File: config.mk
export PLATFORM = sky130hd
export DESIGN_NAME = literal_search_replace_stream_core_flat
export DESIGN_NICKNAME = d
export VERILOG_FILES = /design/src/rtl/lsr_pkg.sv /design/src/rtl/lsr_in_if.sv /design/src/rtl/lsr_out_if.sv /design/src/rtl/lsr_window.sv /design/src/rtl/lsr_drain.sv /design/src/rtl/literal_search_replace_stream_core.sv /design/src/flat_wrapper.sv
export VERILOG_INCLUDE_DIRS = /design/src /design/src/rtl
export SDC_FILE = /design/constraint.sdc
export NUM_CORES = 1
export LEC_CHECK = 0
export ABC_AREA = 1
export BUFFER_PORTS_ARGS = -buffer_cell sky130_fd_sc_hd__buf_4
export CORE_MARGIN = 1.5
export CORE_UTILIZATION = 48
export CTS_BUF_LIST = sky130_fd_sc_hd__clkbuf_4 sky130_fd_sc_hd__clkbuf_8 sky130_fd_sc_hd__clkbuf_16
export DETAILED_ROUTE_END_ITERATION = 8
export PLACE_DENSITY = 0.65
export SYNTH_ARGS = -nofsm -noshare
export SYNTH_HDL_FRONTEND = slang
export SYNTH_SLANG_ARGS = --single-unit
File: constraint.sdc
create_clock -name clk -period 9.1 [get_ports clk]
set_input_delay 1.82 -clock clk [delete_from_list [all_inputs] [get_ports clk]]
set_output_delay 1.82 -clock clk [all_outputs]
set_load 0.01 [all_outputs]
File: src/rtl/literal_search_replace_stream_core_defines.svh
// Assertion macros shared by the literal search and replace stream core.
`ifndef LITERAL_SEARCH_REPLACE_STREAM_CORE_DEFINES_SVH
`define LITERAL_SEARCH_REPLACE_STREAM_CORE_DEFINES_SVH

// Checks that the consequent holds in the same cycle as the antecedent.
`define LSR_ASSERT_SAME(label, clk, rst, ante, cons) \
  label: assert property (@(posedge clk) disable iff (rst) (ante) |-> (cons)) \
    else $error("lsr core assertion failed");

// Checks that the consequent holds in the cycle after the antecedent.
`define LSR_ASSERT_NEXT(label, clk, rst, ante, cons) \
  label: assert property (@(posedge clk) disable iff (rst) (ante) |=> (cons)) \
    else $error("lsr core assertion failed");

`endif

File: src/rtl/lsr_pkg.sv
// Package with shared types and constants of the literal search and replace core.
package lsr_pkg;

  localparam int BYTE_W = 8;
  localparam int CFG_W  = 64;
  localparam int LEN_W  = 4;
  localparam int IDX_W  = 2;

  typedef enum logic [IDX_W-1:0] {
    CFG_PATTERN_BYTES,
    CFG_PATTERN_LENGTH,
    CFG_REPLACEMENT_BYTES,
    CFG_REPLACEMENT_LENGTH
  } cfg_idx_t;

  typedef struct packed {
    logic present;
    logic last;
  } burst_ctl_t;

endpackage

File: src/rtl/lsr_in_if.sv
// Request channel interface carrying one text byte and its end mark.
interface lsr_in_if;
  logic                       valid;
  logic                       ready;
  logic [lsr_pkg::BYTE_W-1:0] text_byte;
  logic                       text_end;

  modport source (output valid, output text_byte, output text_end, input ready);
  modport sink (input valid, input text_byte, input text_end, output ready);
endinterface

File: src/rtl/lsr_out_if.sv
// Request channel interface carrying one byte of the rewritten text.
interface lsr_out_if;
  logic                       valid;
  logic                       ready;
  logic [lsr_pkg::BYTE_W-1:0] out_byte;
  logic                       byte_present;
  logic                       out_end;

  modport source (output valid, output out_byte, output byte_present, output out_end,
                  input ready);
  modport sink (input valid, input out_byte, input byte_present, input out_end,
                output ready);
endinterface

File: src/rtl/lsr_window.sv
// Lookahead window with parallel pattern compare that forms the result burst of a byte.
module lsr_window #(
  parameter int MAX_PATTERN     = 8,
  parameter int MAX_REPLACEMENT = 8,
  parameter int MAX_BURST       = 8,
  parameter int CNT_W           = 4
) (
  input  logic                                         clk,
  input  logic                                         rst,
  input  logic                                         take,
  input  logic                                         flush,
  input  logic [lsr_pkg::BYTE_W-1:0]                   text_byte,
  input  logic                                         text_end,
  input  logic [lsr_pkg::CFG_W-1:0]                    pattern_bytes,
  input  logic [lsr_pkg::LEN_W-1:0]                    pattern_length,
  input  logic [lsr_pkg::CFG_W-1:0]                    replacement_bytes,
  input  logic [lsr_pkg::LEN_W-1:0]                    replacement_length,
  output logic [MAX_BURST-1:0][lsr_pkg::BYTE_W-1:0]    burst_bytes,
  output logic [CNT_W-1:0]                             burst_count,
  output lsr_pkg::burst_ctl_t                          burst_ctl
);

  localparam int FILL_W = $clog2(MAX_PATTERN + 1);

  logic [MAX_PATTERN-1:0][lsr_pkg::BYTE_W-1:0] store;
  logic [MAX_PATTERN-1:0][lsr_pkg::BYTE_W-1:0] store_next;
  logic [FILL_W-1:0]                           fill;
  logic [FILL_W-1:0]                           fill_next;

  logic [MAX_PATTERN-1:0][lsr_pkg::BYTE_W-1:0] win;
  logic [MAX_BURST-1:0][lsr_pkg::BYTE_W-1:0]   win_ext;
  logic [MAX_BURST-1:0][lsr_pkg::BYTE_W-1:0]   repl;
  logic [FILL_W-1:0]                           plen;
  logic [CNT_W-1:0]                            rlen;
  logic [FILL_W-1:0]                           fill_inc;
  logic                                        full;
  logic                                        match;
  logic                                        slide;

  always_comb begin
    if (pattern_length == '0) begin
      plen = FILL_W'(1);
    end else if (pattern_length > lsr_pkg::LEN_W'(MAX_PATTERN)) begin
      plen = FILL_W'(MAX_PATTERN);
    end else begin
      plen = FILL_W'(pattern_length);
    end
    if (replacement_length > lsr_pkg::LEN_W'(MAX_REPLACEMENT)) begin
      rlen = CNT_W'(MAX_REPLACEMENT);
    end else begin
      rlen = CNT_W'(replacement_length);
    end
  end

  always_comb begin
    win_ext = '0;
    repl    = '0;
    match   = 1'b1;
    for (int i = 0; i < MAX_PATTERN; i++) begin
      win[i] = (FILL_W'(i) == fill) ? text_byte : store[i];
      win_ext[i] = win[i];
      if (FILL_W'(i) < plen && win[i] != pattern_bytes[lsr_pkg::BYTE_W*i +: lsr_pkg::BYTE_W])
      begin
        match = 1'b0;
      end
    end
    for (int i = 0; i < MAX_BURST; i++) begin
      if (i < MAX_REPLACEMENT) begin
        repl[i] = replacement_bytes[lsr_pkg::BYTE_W*i +: lsr_pkg::BYTE_W];
      end
    end
    fill_inc = fill + FILL_W'(1);
    full     = (fill_inc == plen);
    slide    = full && !match;
  end

  always_comb begin
    for (int i = 0; i < MAX_PATTERN - 1; i++) begin
      store_next[i] = slide ? win[i+1] : win[i];
    end
    store_next[MAX_PATTERN-1] = win[MAX_PATTERN-1];

    if (text_end || (full && match)) begin
      fill_next = '0;
    end else if (full) begin
      fill_next = plen - FILL_W'(1);
    end else begin
      fill_next = fill_inc;
    end

    burst_ctl.present = 1'b1;
    burst_ctl.last    = text_end;
    if (full && match) begin
      burst_bytes = repl;
      burst_count = rlen;
      if (text_end && rlen == '0) begin
        burst_count       = CNT_W'(1);
        burst_ctl.present = 1'b0;
      end
    end else begin
      burst_bytes = win_ext;
      if (full) begin
        burst_count = text_end ? CNT_W'(plen) : CNT_W'(1);
      end else begin
        burst_count = text_end ? CNT_W'(fill_inc) : '0;
      end
    end
  end

  always_ff @(posedge clk) begin
    if (rst || flush) begin
      fill <= '0;
    end else if (take) begin
      fill <= fill_next;
    end
  end

  always_ff @(posedge clk) begin
    if (take) begin
      store <= store_next;
    end
  end

endmodule

File: src/rtl/lsr_drain.sv
// Result register that holds one burst and hands its bytes out one per cycle while out_ch is ready.
`include "literal_search_replace_stream_core_defines.svh"

module lsr_drain #(
  parameter int MAX_BURST = 8,
  parameter int CNT_W     = 4
) (
  input  logic                                      clk,
  input  logic                                      rst,
  input  logic                                      load,
  input  logic [MAX_BURST-1:0][lsr_pkg::BYTE_W-1:0] burst_bytes,
  input  logic [CNT_W-1:0]                          burst_count,
  input  lsr_pkg::burst_ctl_t                       burst_ctl,
  output logic                                      can_load,
  lsr_out_if.source                                 out_ch
);

  logic [MAX_BURST-1:0][lsr_pkg::BYTE_W-1:0] bytes;
  logic [CNT_W-1:0]                          remaining;
  lsr_pkg::burst_ctl_t                       ctl;
  logic                                      fire;

  assign fire                = out_ch.valid && out_ch.ready;
  assign out_ch.valid        = (remaining != '0);
  assign out_ch.out_byte     = ctl.present ? bytes[0] : '0;
  assign out_ch.byte_present = ctl.present;
  assign out_ch.out_end      = ctl.last && (remaining == CNT_W'(1));
  assign can_load            = (remaining == '0) || (remaining == CNT_W'(1) && out_ch.ready);

  always_ff @(posedge clk) begin
    if (rst) begin
      remaining <= '0;
    end else if (load) begin
      remaining <= burst_count;
    end else if (fire) begin
      remaining <= remaining - CNT_W'(1);
    end
  end

  always_ff @(posedge clk) begin
    if (load) begin
      bytes <= burst_bytes;
      ctl   <= burst_ctl;
    end else if (fire) begin
      for (int i = 0; i < MAX_BURST - 1; i++) begin
        bytes[i] <= bytes[i+1];
      end
    end
  end

  `LSR_ASSERT_NEXT(a_load_count, clk, rst, load, remaining == $past(burst_count))
  `LSR_ASSERT_NEXT(a_shift, clk, rst, fire && !load && remaining > CNT_W'(1),
    bytes[0] == $past(bytes[1]) && remaining == $past(remaining) - CNT_W'(1))
  `LSR_ASSERT_SAME(a_bare_end, clk, rst, out_ch.valid && !ctl.present,
    remaining == CNT_W'(1) && ctl.last)
  `LSR_ASSERT_SAME(a_no_overrun, clk, rst, load, can_load)

endmodule

File: src/rtl/literal_search_replace_stream_core.sv
// Top level of the streaming literal search and replace core.
//
// The in_ch channel takes one text byte per request, with text_end set on the
// last byte of a text. The out_ch channel returns the rewritten text one byte
// per request; byte_present is low only on a bare end mark and out_end is set
// on the final result of a text. Registers are written through cfg_we,
// cfg_index and cfg_data while the core is idle, a rule that binds the user
// and that the core does not enforce; writing the pattern length discards
// the bytes held in the lookahead window. A byte is compared against the
// pattern in the cycle it is accepted, and its results appear on out_ch from
// the next cycle, one per cycle. A byte that yields at most one result is
// accepted every cycle; one that yields more holds the input until out_ch
// is ready for its last result. Reset clears the window and the result
// register and loads the register defaults (pattern length one, empty
// replacement). When out_ch stalls, the current result holds and in_ch
// takes no byte until the last result of the current burst is accepted.
module literal_search_replace_stream_core #(
  parameter int MAX_PATTERN     = 8,
  parameter int MAX_REPLACEMENT = 8
) (
  input  logic                         clk,
  input  logic                         rst,
  input  logic                         cfg_we,
  input  logic [lsr_pkg::IDX_W-1:0]    cfg_index,
  input  logic [lsr_pkg::CFG_W-1:0]    cfg_data,
  lsr_in_if.sink                       in_ch,
  lsr_out_if.source                    out_ch
);

  localparam int MAX_BURST = (MAX_PATTERN > MAX_REPLACEMENT) ? MAX_PATTERN : MAX_REPLACEMENT;
  localparam int CNT_W     = $clog2(MAX_BURST + 1);

  logic [lsr_pkg::CFG_W-1:0]                 pattern_bytes;
  logic [lsr_pkg::LEN_W-1:0]                 pattern_length;
  logic [lsr_pkg::CFG_W-1:0]                 replacement_bytes;
  logic [lsr_pkg::LEN_W-1:0]                 replacement_length;
  logic                                      flush;
  logic                                      take;
  logic                                      can_load;
  logic [MAX_BURST-1:0][lsr_pkg::BYTE_W-1:0] burst_bytes;
  logic [CNT_W-1:0]                          burst_count;
  lsr_pkg::burst_ctl_t                       burst_ctl;

  assign in_ch.ready = can_load;
  assign take        = in_ch.valid && can_load;
  assign flush       = cfg_we && (cfg_index == lsr_pkg::CFG_PATTERN_LENGTH);

  always_ff @(posedge clk) begin
    if (rst) begin
      pattern_bytes      <= '0;
      pattern_length     <= lsr_pkg::LEN_W'(1);
      replacement_bytes  <= '0;
      replacement_length <= '0;
    end else if (cfg_we) begin
      unique case (lsr_pkg::cfg_idx_t'(cfg_index))
        lsr_pkg::CFG_PATTERN_BYTES:      pattern_bytes      <= cfg_data;
        lsr_pkg::CFG_PATTERN_LENGTH:     pattern_length     <= cfg_data[lsr_pkg::LEN_W-1:0];
        lsr_pkg::CFG_REPLACEMENT_BYTES:  replacement_bytes  <= cfg_data;
        lsr_pkg::CFG_REPLACEMENT_LENGTH: replacement_length <= cfg_data[lsr_pkg::LEN_W-1:0];
        default: ;
      endcase
    end
  end

  lsr_window #(
    .MAX_PATTERN     (MAX_PATTERN),
    .MAX_REPLACEMENT (MAX_REPLACEMENT),
    .MAX_BURST       (MAX_BURST),
    .CNT_W           (CNT_W)
  ) u_window (
    .clk                (clk),
    .rst                (rst),
    .take               (take),
    .flush              (flush),
    .text_byte          (in_ch.text_byte),
    .text_end           (in_ch.text_end),
    .pattern_bytes      (pattern_bytes),
    .pattern_length     (pattern_length),
    .replacement_bytes  (replacement_bytes),
    .replacement_length (replacement_length),
    .burst_bytes        (burst_bytes),
    .burst_count        (burst_count),
    .burst_ctl          (burst_ctl)
  );

  lsr_drain #(
    .MAX_BURST (MAX_BURST),
    .CNT_W     (CNT_W)
  ) u_drain (
    .clk         (clk),
    .rst         (rst),
    .load        (take),
    .burst_bytes (burst_bytes),
    .burst_count (burst_count),
    .burst_ctl   (burst_ctl),
    .can_load    (can_load),
    .out_ch      (out_ch)
  );

endmodule
File: src/flat_wrapper.sv
// flat-port wrapper written by rule: the top's interface ports become plain ports
module literal_search_replace_stream_core_flat 
#(
  parameter int MAX_PATTERN     = 8,
  parameter int MAX_REPLACEMENT = 8
)
  (clk, rst, cfg_we, cfg_index, cfg_data, in_ch_valid, in_ch_text_byte, in_ch_text_end, in_ch_ready, out_ch_valid, out_ch_out_byte, out_ch_byte_present, out_ch_out_end, out_ch_ready);
  lsr_in_if in_ch_i ();
  lsr_out_if out_ch_i ();
  input  logic clk;
  input  logic rst;
  input  logic cfg_we;
  input  logic [lsr_pkg::IDX_W-1:0] cfg_index;
  input  logic [lsr_pkg::CFG_W-1:0] cfg_data;
  input wire logic [$bits(in_ch_i.valid)-1:0] in_ch_valid;
  input wire logic [$bits(in_ch_i.text_byte)-1:0] in_ch_text_byte;
  input wire logic [$bits(in_ch_i.text_end)-1:0] in_ch_text_end;
  output wire logic [$bits(in_ch_i.ready)-1:0] in_ch_ready;
  output wire logic [$bits(out_ch_i.valid)-1:0] out_ch_valid;
  output wire logic [$bits(out_ch_i.out_byte)-1:0] out_ch_out_byte;
  output wire logic [$bits(out_ch_i.byte_present)-1:0] out_ch_byte_present;
  output wire logic [$bits(out_ch_i.out_end)-1:0] out_ch_out_end;
  input wire logic [$bits(out_ch_i.ready)-1:0] out_ch_ready;
  assign in_ch_i.valid = in_ch_valid;
  assign in_ch_i.text_byte = in_ch_text_byte;
  assign in_ch_i.text_end = in_ch_text_end;
  assign in_ch_ready = in_ch_i.ready;
  assign out_ch_valid = out_ch_i.valid;
  assign out_ch_out_byte = out_ch_i.out_byte;
  assign out_ch_byte_present = out_ch_i.byte_present;
  assign out_ch_out_end = out_ch_i.out_end;
  assign out_ch_i.ready = out_ch_ready;
  literal_search_replace_stream_core #(.MAX_PATTERN(MAX_PATTERN), .MAX_REPLACEMENT(MAX_REPLACEMENT)) u_core (.clk(clk), .rst(rst), .cfg_we(cfg_we), .cfg_index(cfg_index), .cfg_data(cfg_data), .in_ch(in_ch_i), .out_ch(out_ch_i));
endmodule
Yosys cells after proc, flatten, opt, wreduce, memory -nomap -nowiden. Cells that the tools add are included.

Register bits after elaboration: 274. Input bits: 80. Word-level logic and storage cells: 128.

Add/sub/neg operators: 3. $lt $le $gt $ge: 10. Equality and inequality tests: 20. Mux-type cells: 40. Reductions and logical operators: 31.

Operators by type and width (number): $mux 8 (16); $mux 56 (2); $mux 64 (1); $ne 8x8->1 (8); $mux 4 (12); $eq 3x4->1 const A (4); $logic_and 1x1->1 (16); $logic_not 4->1 (4); $lt 3x4->1 const A (4); $mux 1 (9); $eq 2x4->1 const A (2); $gt 4x4->1 const B (2); $lt 1x4->1 const A (2); $lt 2x4->1 const A (2); $reduce_and 2->1 (4); $sub 4x1->4 const B (2); $add 4x1->4 const B (1); $eq 1x4->1 const A (1); $eq 2x2->1 const B (2); $eq 4x1->1 const B (1); $eq 4x4->1 (1); $reduce_bool 4->1 (1); $logic_or 1x1->1 (3); $eq 2x1->1 const B (1); 3 further kinds (3).

Logic depth before layout (Yosys ltp). Gate-level depths: netlist of the first run.

Depth in word-level cells: 16. Depth in mapped cells: 23. Depth with buffers taken out: 21.

Cells and area by module. From an unflattened synthesis of the first run, not the netlist that was laid out.

Cell total of the unflattened synthesis: 2300. Area, all modules: 15607.5 um^2.

Modules (own cells, without submodules): lsr_window (times used 1, cells an instance 1102, area an instance 6633.9 um^2, sequential area each 2001.9 um^2); literal_search_replace_stream_core (times used 1, cells an instance 881, area an instance 5883.1 um^2, sequential area each 2722.6 um^2); lsr_drain (times used 1, cells an instance 317, area an instance 3090.5 um^2, sequential area each 2062.0 um^2).

Worst setup path after synthesis of the first run. OpenSTA, ideal clock, no wires.

Path type: input port to flip-flop. Start: in out_ch_ready. End: reg u_core.u_drain.bytes[17] (netlist name) (data pin). Library setup time: 0.146 ns. Arrival time: 5.084 ns. Data required time: 8.954 ns. Path slack: 3.869 ns. Stages on the path: 7. Path buffers: 1. Cells stage by stage: inv_1 o21ai_0 nand2_1 inv_2 clkbuf_1 o211ai_1 nand2_1.

Word-level cells in the longest chain between the ends: 4.

RTL lines: from (decl) (line flat_wrapper.sv:23) `input wire logic [$bits(out_ch_i.ready)-1:0] out_ch_ready;`; $logic_and 1x1->1 (line lsr_drain.sv:28) `assign can_load = (remaining == '0) || (remaining == CNT_W'(1) && out_ch.ready);`; $logic_or 1x1->1 (line lsr_drain.sv:28); via in_ch_ready (line flat_wrapper.sv:18) `output wire logic [$bits(in_ch_i.ready)-1:0] in_ch_ready;`; $logic_and 1x1->1 (line literal_search_replace_stream_core.sv:45) `assign take = in_ch.valid && can_load;`; via u_core.take (line literal_search_replace_stream_core.sv:38) `logic take;`; $mux 56 (line lsr_drain.sv:41) `if (load) begin`; to (signal assigned) (line lsr_drain.sv:42) `bytes <= burst_bytes;`; to (signal, indexed assignment) (line lsr_drain.sv:46) `bytes[i] <= bytes[i+1];`; to (decl) (line lsr_drain.sv:18) `logic [MAX_BURST-1:0][lsr_pkg::BYTE_W-1:0] bytes;`.

The timed path passes the listed nets, and every way through them passes these cells. A chain may end at the register's enable or synchronous reset.

Final worst setup path of the first run.
Start: reg u_core.u_window.fill[2]. End: reg u_core.u_drain.bytes[34] (netlist name) (data pin).

Word-level cells in the longest chain between the ends: 15. Elaborated cells between the ends (all ways): 45.

RTL lines: from (decl) (line lsr_window.sv:27) `logic [FILL_W-1:0] fill;`; from (signal assigned) (line lsr_window.sv:114) `fill <= fill_next;`; $logic_not 4->1 (line lsr_window.sv:60) `win[i] = (FILL_W'(i) == fill) ? text_byte : store[i];`; $mux 8 (line lsr_window.sv:60); $ne 8x8->1 (line lsr_window.sv:62) `if (FILL_W'(i) < plen && win[i] != pattern_bytes[lsr_pkg::BYTE_W*i +: lsr_pkg::BYTE_W])`; $logic_and 1x1->1 (line lsr_window.sv:62); $mux 1 (8 in series) (line lsr_window.sv:62); $logic_and 1x1->1 (line lsr_window.sv:93) `if (full && match) begin`; $mux 64 (*) (line lsr_window.sv:93); $mux 56 (*) (line lsr_drain.sv:41).

Every way passes the cells marked *; elsewhere a longest branch is shown, timed or not.

==> results of run 1 <==
[per-stage QoR]
stage | total power [µW] | hold WS, ns | std cells | area [µm²]
2_1_floorplan | 3040 | 0.444 | 1949 | 14200
3_3_place_gp | 3520 | 0.455 | 2326 | 14900
3_5_place_dp | 3560 | 0.462 | 2326 | 14900
4_1_cts | 4800 | 0.474 | 2383 | 15900
5_1_grt | 5070 | 0.495 | 2383 | 15900
6_report | 4800 | 0.470 | 2383 | 15900
[power groups by stage]
stage / sequential (µW) / clock [µW] / combinational [µW]
final: 1920 / 1240 / 1640
after global routing: 1940 / 1300 / 1830
after CTS: 1910 / 1250 / 1630
after detailed placement: 1930 / 0 / 1630
after global placement: 1930 / 0 / 1590
after floorplan: 1890 / 0 / 1150
[flip-flops by register name, indices dropped and copies added (netlist names)]
register and count:
u_core.pattern_bytes 64, u_core.pattern_length 4, u_core.replacement_bytes 64, u_core.replacement_length 4
u_core.u_drain.bytes 64, u_core.u_drain.ctl 1, u_core.u_drain.out_ch.byte_present 1, u_core.u_drain.remaining 4
u_core.u_window.fill 4, u_core.u_window.store 64
[synthesized netlist by cell type, drive strengths merged, types with 2 or more instances]
| cell type | n | area share [%] |
|---|---|---|
| nand3 | 129 | 4.7 |
| ha | 10 | 0.88 |
| a211oi | 2 | 0.11 |
| o21ai | 271 | 9.7 |
| xor2 | 4 | 0.25 |
| dfxtp | 144 | 20 |
| edfxtp | 130 | 28 |
| nand3b | 8 | 0.42 |
| inv | 189 | 5.0 |
| a31oi | 3 | 0.13 |
| nand2 | 604 | 16 |
| nand4 | 16 | 0.71 |
| buf | 44 | 2.0 |
| o211ai | 22 | 1.2 |
| a21oi | 83 | 2.9 |
| clkbuf | 67 | 1.8 |
| nor3 | 2 | 0.071 |
| nor2 | 218 | 5.9 |
[how the worst max path moves through the flow]
stage	from	endpoint	slack (ns)	cells past startpoint
floorplan	out_ch_ready	u_core.u_drain.bytes[17]$_DFFE_PP_	3.87	7
global placement	in_ch_text_byte[6]	u_core.u_drain.bytes[17]$_DFFE_PP_	3.77	16
detailed placement	in_ch_text_byte[6]	u_core.u_drain.bytes[38]$_DFFE_PP_	3.72	16
CTS	u_core.u_window.fill[2]$_SDFFE_PP0P_	u_core.u_drain.bytes[38]$_DFFE_PP_	3.95	16
global route	u_core.u_window.fill[2]$_SDFFE_PP0P_	u_core.u_drain.bytes[34]$_DFFE_PP_	3.47	16
finish	u_core.u_window.fill[2]$_SDFFE_PP0P_	u_core.u_drain.bytes[34]$_DFFE_PP_	3.92	16
[cells by family (layout without fill, tap and decap cells)]
family                     Yosys count  in the layout  share of synthesized area [%]
AOI/OAI and AO/OA                  381            381                           14.1
adders and majority gates           10             10                          0.884
DFF                                274            274                           48.0
buffers and inverters              300            350                           8.78
and+or+nand+nor                    980            980                           28.0
xor gates and xnor gates             4              4                          0.248
[layout make-up]
| cell class | instances | area (µm²) | area share [%] |
|---|---|---|---|
| sequential | 274 | 6790 | 42.7 |
| multi-input combinational | 1375 | 6140 | 38.6 |
| clock buffer | 37 | 827 | 5.20 |
| timing repair buffer | 104 | 781 | 4.91 |
| inverter | 189 | 714 | 4.49 |
| tap | 384 | 480 | 3.02 |
| clock inverter | 20 | 166 | 1.05 |
[worst min-delay path: stages, from the launching register on]
cell and delay, ns:
sky130_fd_sc_hd__dfxtp_1 0.31, sky130_fd_sc_hd__inv_1 0.06, sky130_fd_sc_hd__a21oi_1 0.05
[per-layer routing]
metal | routed length, µm | vias up
met3 | 3260 | 109
met5 | 0 | -
met2 | 20100 | 516
met4 | 1740 | 0
li1 | - | 6392
met1 | 19100 | 6092
==> summary.md, run 1 <==
## Place
• **post-detail-place hpwl** 28900 µm
• **number of buffers added on ports** 91
• **post-placement setup slack** 3.72 ns
• **routability congestion estimate from global placement** 0.891

## Power
• **Sequential Power Share** 39.9%
• **Sw Share** 37.7%
• **part of the total power dissipated in combinational logic** 34.2%
• **switching power total** 1810 µW
• **maximum VDD drop** 0.179 mV
• **power density over the cells** 302 nW/µm²
• **clock network fraction of design power** 25.9%
• **total internal power** 2990 µW
• **leakage dissipation** 0.00734 µW

## Clocking
• **number of clock buffers inserted by TritonCTS** 31
• **number of H-tree levels** 1
• **number of buffers inserted to repair setup after CTS** 0
• **CTS tree** yes
• **number of hold buffers added after cts** 0
• **Longest Clk Path Bufs** 3
• **later-pin clock latency in the skew report** 0.57 ns
• **number of clock sinks** 274
• **CTS root buffer** sky130_fd_sc_hd__clkbuf_16
• **quantity of gates resized following cts** 0
• **clock-pin slew of the registers on the worst-case setup and hold paths** 0.06 ns

## Logic synthesis
• **Yosys reg bits** 274
• **Post-Synthesis Mean Instance Area** 7.26 µm²
• **share of async-settable or async-resettable flops after synthesis** 0%
• **number of enable flip-flop cells after synthesis** 130
• **count of distinct cell types in the synthesized netlist** 31
• **commonest register cell after synthesis** sky130_fd_sc_hd__dfxtp_1
• **Post-Synthesis Cells** 1949
• **number of warnings printed during yosys synthesis** 0
• **post-synthesis cell area** 14200 µm²
• **Post-Syn Nets** 2039
• **share of the yosys chip area belonging to registers** 48.0%

## Setup path
• **largest stage delay on the critical path** 0.75 ns
• **most frequent CP cell** sky130_fd_sc_hd__nand2_1
• **critical path cell sequence** buf_4, nor2_4, nand2_1, o21ai_1, nand2_1, nand2_1, nand2_1, nor2_1, nand2_1, nand2_1, nand2_1, nor2_4, nand3_4, buf_4, o211ai_1, nand2_1
• **type of origin of the critical path** flip-flop
• **crit-path max FO** 72
• **gate family responsible for the most delay along the worst path** simple AND/OR/NAND/NOR gates
• **Slowest-stage cell, CP** sky130_fd_sc_hd__nand2_1
• **Worst Path Buf+Inv** 2
• **r2r startpoint** u_core.u_window.fill[2]$_SDFFE_PP0P_
• **critical path capture point type** flip-flop
• **worst-case register-to-register setup slack** 3.92 ns
• **endpoint of the worst-slack reg-to-reg timing path** u_core.u_drain.bytes[34]$_DFFE_PP_
• **type of the worst setup path** flip-flop to flip-flop
• **r2r worst-path depth** 16
• **data arrival time of the critical path** 5.49 ns
• **required time reported for the critical path endpoint** 9.41 ns

## Global route
• **global-route track usage on met2** 46.2%
• **total global routing track utilization** 28.6%
• **via count of the first global-routing pass** 12000
• **met3 demand-to-capacity share in global routing** 3.87%
• **antenna violations before repair** 0
• **global-route wire length before repair** 68200 µm
• **Most Crowded Layer GR** met2
• **maximum number of pins on one net before global-route repair** 77
• **met1 Usage GRT** 39.3%
• **GR Overflow Total** 0

## STA
• **Clock Skews** 0.0138 ns
• **maximum clock frequency** 193 MHz
• **relative slew slack** 32.1%
• **setup repair after global routing missed its margin** false
• **final max-slew violation count** 0
• **worst slew pin tran** 1.02 ns
• **final critical path time including I/O delays and setup** 5.18 ns
• **fin worst setup slack** 3.92 ns
• **Period Utilization, post-route** 57.0%
• **number of endpoints failing setup at the final stage** 0
• **Sum Neg Setup Slack** 0 ns
• **final number of hold-violating endpoints** 0

## Layout
• **fraction of final layout cells with drive strength greater than 1** 9.20%
• **Area growth, synth to finish** 12.3%
• **most used cells in the layout excluding fill and tap cells** sky130_fd_sc_hd__nand2_1, sky130_fd_sc_hd__nor2_1, sky130_fd_sc_hd__o21ai_0
• **final net count** 2065
• **Antenna Diode Count** 0
• **utilization after layout** 55.1%
• **most common cell after layout, fill and taps aside** sky130_fd_sc_hd__nand2_1
• **filler cell count in the final layout** 2824

## Hold path
• **number of cells on the worst hold path** 2
• **Hold Startpoint** u_core.pattern_bytes[59]$_SDFFE_PP0P_
• **Worst Hold Endpoint** u_core.pattern_bytes[59]$_SDFFE_PP0P_
• **worst hold path class** flip-flop to flip-flop

## Die
• **number of primary I/O pins** 92
• **Starting Density** 49.0%
• **core region area** 28900 µm²
• **DIE WIDTH** 175 µm
• **die area** 30500 µm²
• **cell row count** 62
• **height of the chip** 175 µm

## Drt
• **detailed-route DRC error count** 0
• **First-pass DRT Iterations** 6
• **detail-routed via count per cell** 5.50
• **number of vias after detailed routing** 13100
• **Antenna Nets Post-Route** 0
• **routed wire length** 44100 µm
• **starting DRC count in detailed routing** 1395
• **Routed wire per std cell** 18.5 µm

## Run status
• **result of the run** finished, final reports clean

## Run
• **Max-cap violations** 0

Note: power is estimated with default switching activity, not from simulation.
==> run 2, diff against run 1 <==
PLACE_DENSITY = 0.67   (was 0.65)
clock period = 4.4 ns   (was 9.1 ns; I/O delays follow)
==> summary.md, run 2 (synthesized netlist as in run 1, its figures left out) <==
## Clocking
• **number of buffers inserted to repair setup after CTS** 0
• **number of clock sinks** 274
• **CTS tree** yes
• **number of hold buffers added after cts** 0
• **CTS root buffer** sky130_fd_sc_hd__clkbuf_16
• **clock-pin slew of the registers on the worst-case setup and hold paths** 0.06 ns
• **quantity of gates resized following cts** 0
• **Longest Clk Path Bufs** 3
• **number of clock buffers inserted by TritonCTS** 30
• **number of H-tree levels** 1
• **later-pin clock latency in the skew report** 0.56 ns

## Layout
• **fraction of final layout cells with drive strength greater than 1** 10.1%
• **filler cell count in the final layout** 2794
• **most used cells in the layout excluding fill and tap cells** sky130_fd_sc_hd__nand2_1, sky130_fd_sc_hd__nor2_1, sky130_fd_sc_hd__o21ai_0
• **Area growth, synth to finish** 14.3%
• **most common cell after layout, fill and taps aside** sky130_fd_sc_hd__nand2_1
• **footprint of the multi-input gates** 6140 µm²
• **final net count** 2087
• **area used by sequential logic in the layout** 6790 µm²
• **Antenna Diode Count** 0
• **non-filler instance count after layout** 2405

## Global route
• **maximum number of pins on one net before global-route repair** 85
• **via count of the first global-routing pass** 12300
• **total global routing track utilization** 28.7%
• **global-route wire length before repair** 68200 µm
• **antenna violations before repair** 0
• **GR Overflow Total** 0

## Die
• **height of the chip** 175 µm
• **die area** 30500 µm²
• **Starting Density** 49.0%
• **number of primary I/O pins** 92
• **core region area** 28900 µm²
• **DIE WIDTH** 175 µm
• **cell row count** 62

## STA
• **Period Utilization, post-route** 85.0%
• **Final Hold Slack** 0.470 ns
• **worst slew pin tran** 0.911 ns
• **relative slew slack** 39.3%
• **final max-slew violation count** 0
• **setup repair after global routing missed its margin** false
• **fin worst setup slack** 0.662 ns
• **maximum clock frequency** 267 MHz
• **Sum Neg Setup Slack** 0 ns
• **number of endpoints failing setup at the final stage** 0
• **Clock Skews** 0.0137 ns
• **final number of hold-violating endpoints** 0
• **final critical path time including I/O delays and setup** 3.74 ns

## Place
• **placed insts** 2349
• **post-detail-place hpwl** 30200 µm
• **number of buffers added on ports** 91
• **routability congestion estimate from global placement** 0.905
• **post-placement setup slack** 0.584 ns

## Power
• **clock network fraction of design power** 26.1%
• **overall power** 10100 µW
• **part of the total power dissipated in combinational logic** 34.4%
• **Sequential Power Share** 39.5%
• **leakage dissipation** 0.00748 µW
• **total internal power** 6310 µW
• **switching power total** 3760 µW
• **power density over the cells** 622 nW/µm²
• **Sw Share** 37.3%
• **maximum VDD drop** 0.319 mV

## Hold path
• **worst hold path class** flip-flop to flip-flop
• **Hold Startpoint** u_core.pattern_bytes[0]$_SDFFE_PP0P_
• **Worst Hold Endpoint** u_core.pattern_bytes[0]$_SDFFE_PP0P_
• **number of cells on the worst hold path** 2

## Setup path
• **crit-path max FO** 28
• **data arrival time of the critical path** 4.04 ns
• **type of the worst setup path** flip-flop to flip-flop
• **endpoint of the worst-slack reg-to-reg timing path** u_core.u_drain.bytes[1]$_DFFE_PP_
• **r2r startpoint** u_core.u_window.fill[0]$_SDFFE_PP0P_
• **worst-case register-to-register setup slack** 0.66 ns
• **type of origin of the critical path** flip-flop
• **r2r worst-path depth** 19
• **critical path capture point type** flip-flop
• **required time reported for the critical path endpoint** 4.70 ns

## Drt
• **starting DRC count in detailed routing** 1287
• **number of vias after detailed routing** 13100
• **Antenna Nets Post-Route** 0
• **detailed-route DRC error count** 0
• **routed wire length** 44100 µm
• **First-pass DRT Iterations** 5
• **Routed wire per std cell** 18.3 µm
• **detail-routed via count per cell** 5.43

## Run status
• **result of the run** finished, final reports clean

## Run
• **Max-cap violations** 0

[run 2: changes by cell type in the layout (fill, tap and decap cells not counted), sizes merged]
cell      change
buf          +23
bufinv        +1
clkbuf        +1
clkinv        -3
clkinvlp      +1
inv           -1
[run 2: worst max path at each step]
stage                                                     to                                 start  slack [ns]  cells after the start
after floorplan           u_core.u_drain.bytes[17]$_DFFE_PP_                          out_ch_ready        0.11                      7
after global placement    u_core.u_drain.bytes[47]$_DFFE_PP_                    in_ch_text_byte[4]        0.64                     18
after detailed placement  u_core.u_drain.bytes[47]$_DFFE_PP_                    in_ch_text_byte[4]        0.58                     16
after CTS                 u_core.u_drain.bytes[47]$_DFFE_PP_  u_core.u_window.fill[0]$_SDFFE_PP0P_        0.69                     20
after global routing      u_core.u_drain.bytes[47]$_DFFE_PP_  u_core.u_window.fill[0]$_SDFFE_PP0P_        0.37                     21
final                      u_core.u_drain.bytes[1]$_DFFE_PP_  u_core.u_window.fill[0]$_SDFFE_PP0P_        0.66                     19
[run 2: layout make-up]
type / count / area share, %
timing repair buffer: 127 / 6.36
inverter: 189 / 4.42
multi-input combinational: 1375 / 38.0
clock buffer: 38 / 5.20
sequential: 274 / 42.0
clock inverter: 18 / 1.14
tap: 384 / 2.97
[run 2: power by group through the flow]
stage                     clock network, µW  logic, µW  registers [µW]
final                                  2630       3460            3980
after global routing                   2750       3900            4030
after CTS                              2640       3450            3970
after detailed placement                  0       3440            4020
after global placement                    0       3390            4010
after floorplan                           0       2370            3920
[run 2: layer usage]
metal	wire length [µm]	GRT usage, %	vias to the layer above
met5	0	0	-
met4	1510	10.3	0
met3	2760	3.11	84
met2	20600	47.7	488
met1	19300	39.0	6041
li1	-	-	6447
[run 2: critical path, stage by stage, from the launching register on]
cell and delay, ns:
sky130_fd_sc_hd__dfxtp_1 0.38, sky130_fd_sc_hd__inv_1 0.17, sky130_fd_sc_hd__ha_1 0.23, sky130_fd_sc_hd__buf_4 0.23, sky130_fd_sc_hd__nand3_2 0.32, sky130_fd_sc_hd__inv_1 0.19
sky130_fd_sc_hd__nand2_1 0.09, sky130_fd_sc_hd__nand3_1 0.08, sky130_fd_sc_hd__nand2_1 0.05, sky130_fd_sc_hd__nor2_1 0.15, sky130_fd_sc_hd__nand2_1 0.07, sky130_fd_sc_hd__nor2_1 0.15
sky130_fd_sc_hd__nor2_1 0.06, sky130_fd_sc_hd__nor2_1 0.12, sky130_fd_sc_hd__nand2_1 0.09, sky130_fd_sc_hd__nand2_2 0.13, sky130_fd_sc_hd__nand3_4 0.34, sky130_fd_sc_hd__buf_4 0.31
sky130_fd_sc_hd__o21ai_1 0.23, sky130_fd_sc_hd__nand2_1 0.07
[run 2: per-stage QoR]
stage          cell area, µm²  util (%)
2_1_floorplan           14200         -
4_1_cts                 16200      56.1
6_report                16200      56.1
3_3_place_gp            15200      52.5
3_5_place_dp            15200      52.5
5_1_grt                 16200      56.1
==> run 3, diff against run 2 <==
clock period = 3.01 ns   (was 4.4 ns; I/O delays follow)
==> summary.md, run 3 (synthesized netlist as in run 1, its figures left out) <==
## Global route
• **GR Overflow Total** 0
• **via count of the first global-routing pass** 12500
• **maximum number of pins on one net before global-route repair** 80
• **antenna violations before repair** 0
• **global-route wire length before repair** 67800 µm
• **total global routing track utilization** 28.3%

## Drt
• **starting DRC count in detailed routing** 1272
• **First-pass DRT Iterations** 9
• **Routed wire per std cell** 17.8 µm
• **Antenna Nets Post-Route** 0
• **number of vias after detailed routing** 13500
• **detail-routed via count per cell** 5.42
• **routed wire length** 44300 µm
• **detailed-route DRC error count** 0

## Setup path
• **data arrival time of the critical path** 3.24 ns
• **most frequent CP cell** sky130_fd_sc_hd__nand2_1
• **critical path cell sequence** buf_4, nand3_1, buf_12, o21ai_2, nand2_1, nand2_1, nand2_1, nor2_1, nand2_1, nand2_1, nand2_1, nor2_4, nand3_4, buf_12, clkbuf_16, nor2_1, o21ai_0, buf_4
• **r2r startpoint** u_core.u_window.fill[2]$_SDFFE_PP0P_
• **worst-case register-to-register setup slack** 0.08 ns
• **type of the worst setup path** flip-flop to flip-flop
• **type of origin of the critical path** flip-flop
• **crit-path max FO** 20
• **required time reported for the critical path endpoint** 3.32 ns
• **largest stage delay on the critical path** 0.41 ns
• **critical path capture point type** flip-flop
• **launch point of the critical path** u_core.u_window.fill[2]$_SDFFE_PP0P_
• **Slowest-stage cell, CP** sky130_fd_sc_hd__dfxtp_2

## Clocking
• **number of clock sinks** 274
• **number of H-tree levels** 1
• **later-pin clock latency in the skew report** 0.56 ns
• **Longest Clk Path Bufs** 3
• **CTS root buffer** sky130_fd_sc_hd__clkbuf_16
• **clock-pin slew of the registers on the worst-case setup and hold paths** 0.06 ns
• **number of clock buffers inserted by TritonCTS** 31
• **CTS tree** yes

## Run
• **Max-cap violations** 0

## Run status
• **result of the run** finished, final reports clean

## STA
• **Clock Skews** 0.00840 ns
• **number of endpoints failing setup at the final stage** 0
• **Sum Neg Setup Slack** 0 ns
• **worst slew pin tran** 0.755 ns
• **Period Utilization, post-route** 97.3%
• **maximum clock frequency** 341 MHz
• **final critical path time including I/O delays and setup** 2.93 ns
• **final number of hold-violating endpoints** 0
• **final max-slew violation count** 0
• **relative slew slack** 49.7%

## Layout
• **fraction of final layout cells with drive strength greater than 1** 15.2%
• **Area growth, synth to finish** 22.0%
• **most common cell after layout, fill and taps aside** sky130_fd_sc_hd__nand2_1
• **non-filler instance count after layout** 2484
• **final net count** 2166
• **Antenna Diode Count** 0
• **Layout Cell Area excl Fill** 17300 µm²
• **most used cells in the layout excluding fill and tap cells** sky130_fd_sc_hd__nand2_1, sky130_fd_sc_hd__nor2_1, sky130_fd_sc_hd__o21ai_0

## Die
• **cell row count** 62
• **number of primary I/O pins** 92
• **height of the chip** 175 µm
• **Starting Density** 49.0%
• **core region area** 28900 µm²
• **die area** 30500 µm²
• **DIE WIDTH** 175 µm

## Place
• **routability congestion estimate from global placement** 0.906
• **post-detail-place hpwl** 30800 µm
• **placed insts** 2410
• **number of buffers added on ports** 91
• **Cell Area, Placed** 15800 µm²

## Hold path
• **Hold Startpoint** rst
• **worst hold path class** primary input to flip-flop

## Power
• **power density over the cells** 890 nW/µm²
• **leakage dissipation** 0.00802 µW
• **maximum VDD drop** 0.536 mV

[run 3: report_power, final]
| group | internal [µW] | switching [µW] | total [µW] |
|---|---|---|---|
| sequential | 5380 | 385 | 5770 |
| combinational | 2010 | 3700 | 5710 |
| clock | 2400 | 1500 | 3900 |
| total | 9790 | 5590 | 15400 |
[run 3: timing repair]
action / CTS / global route
pin swaps: 0 / 9
hold buffers: 0 / 0
setup buffers: 0 / 14
gates cloned: 0 / 3
setup endpoints to repair: 3 / 127
resized for setup: 3 / 50
[run 3: path summary, 6_finish.rpt]
| path | end | cells after the start |
|---|---|---|
| worst min-delay path | u_core.replacement_length[1]$_SDFFE_PP0P_ | 2 |
| worst min register to register | u_core.pattern_bytes[2]$_SDFFE_PP0P_ | 2 |
| worst max register to register | u_core.u_drain.bytes[8]$_DFFE_PP_ | 18 |
| worst max-delay path | u_core.u_drain.bytes[8]$_DFFE_PP_ | 18 |
[run 3: layout make-up]
| class | count | area (µm²) |
|---|---|---|
| clock buffer | 49 | 948 |
| clock inverter | 8 | 115 |
| fill | 2635 | 11600 |
| inverter | 189 | 727 |
| multi-input combinational | 1375 | 6280 |
| sequential | 274 | 6800 |
| tap | 384 | 480 |
| timing repair buffer | 205 | 1920 |
[run 3: stage by stage]
step | setup WS (ns) | utilization [%] | total power, µW | hold WS, ns
3_3_place_gp | -0.000518 | 54.9 | 11200 | 0.452
4_1_cts | 0.0477 | 58.6 | 15100 | 0.227
5_1_grt | -0.00447 | 59.8 | 16300 | 0.237
6_report | 0.0809 | 59.8 | 15400 | 0.237
3_5_place_dp | -0.0170 | 54.9 | 11300 | 0.461
2_1_floorplan | 0.215 | - | 9170 | 0.444
[run 3: critical path, delay by kind of cell, from the launching register on]
kind	cells	cell delay (ns)
DFF	1	0.41
buffers and inverters	5	0.85
and+or+nand+nor	11	1.10
AOI/OAI and AO/OA	2	0.30
[run 3: per-layer routing]
metal | routed length, µm | GRT usage, % | part of all wire [%]
met1 | 18900 | 38.1 | 43
met2 | 20500 | 46.5 | 46
met3 | 3140 | 4.18 | 7.1
met4 | 1700 | 9.86 | 3.8
met5 | 0 | 0 | 0
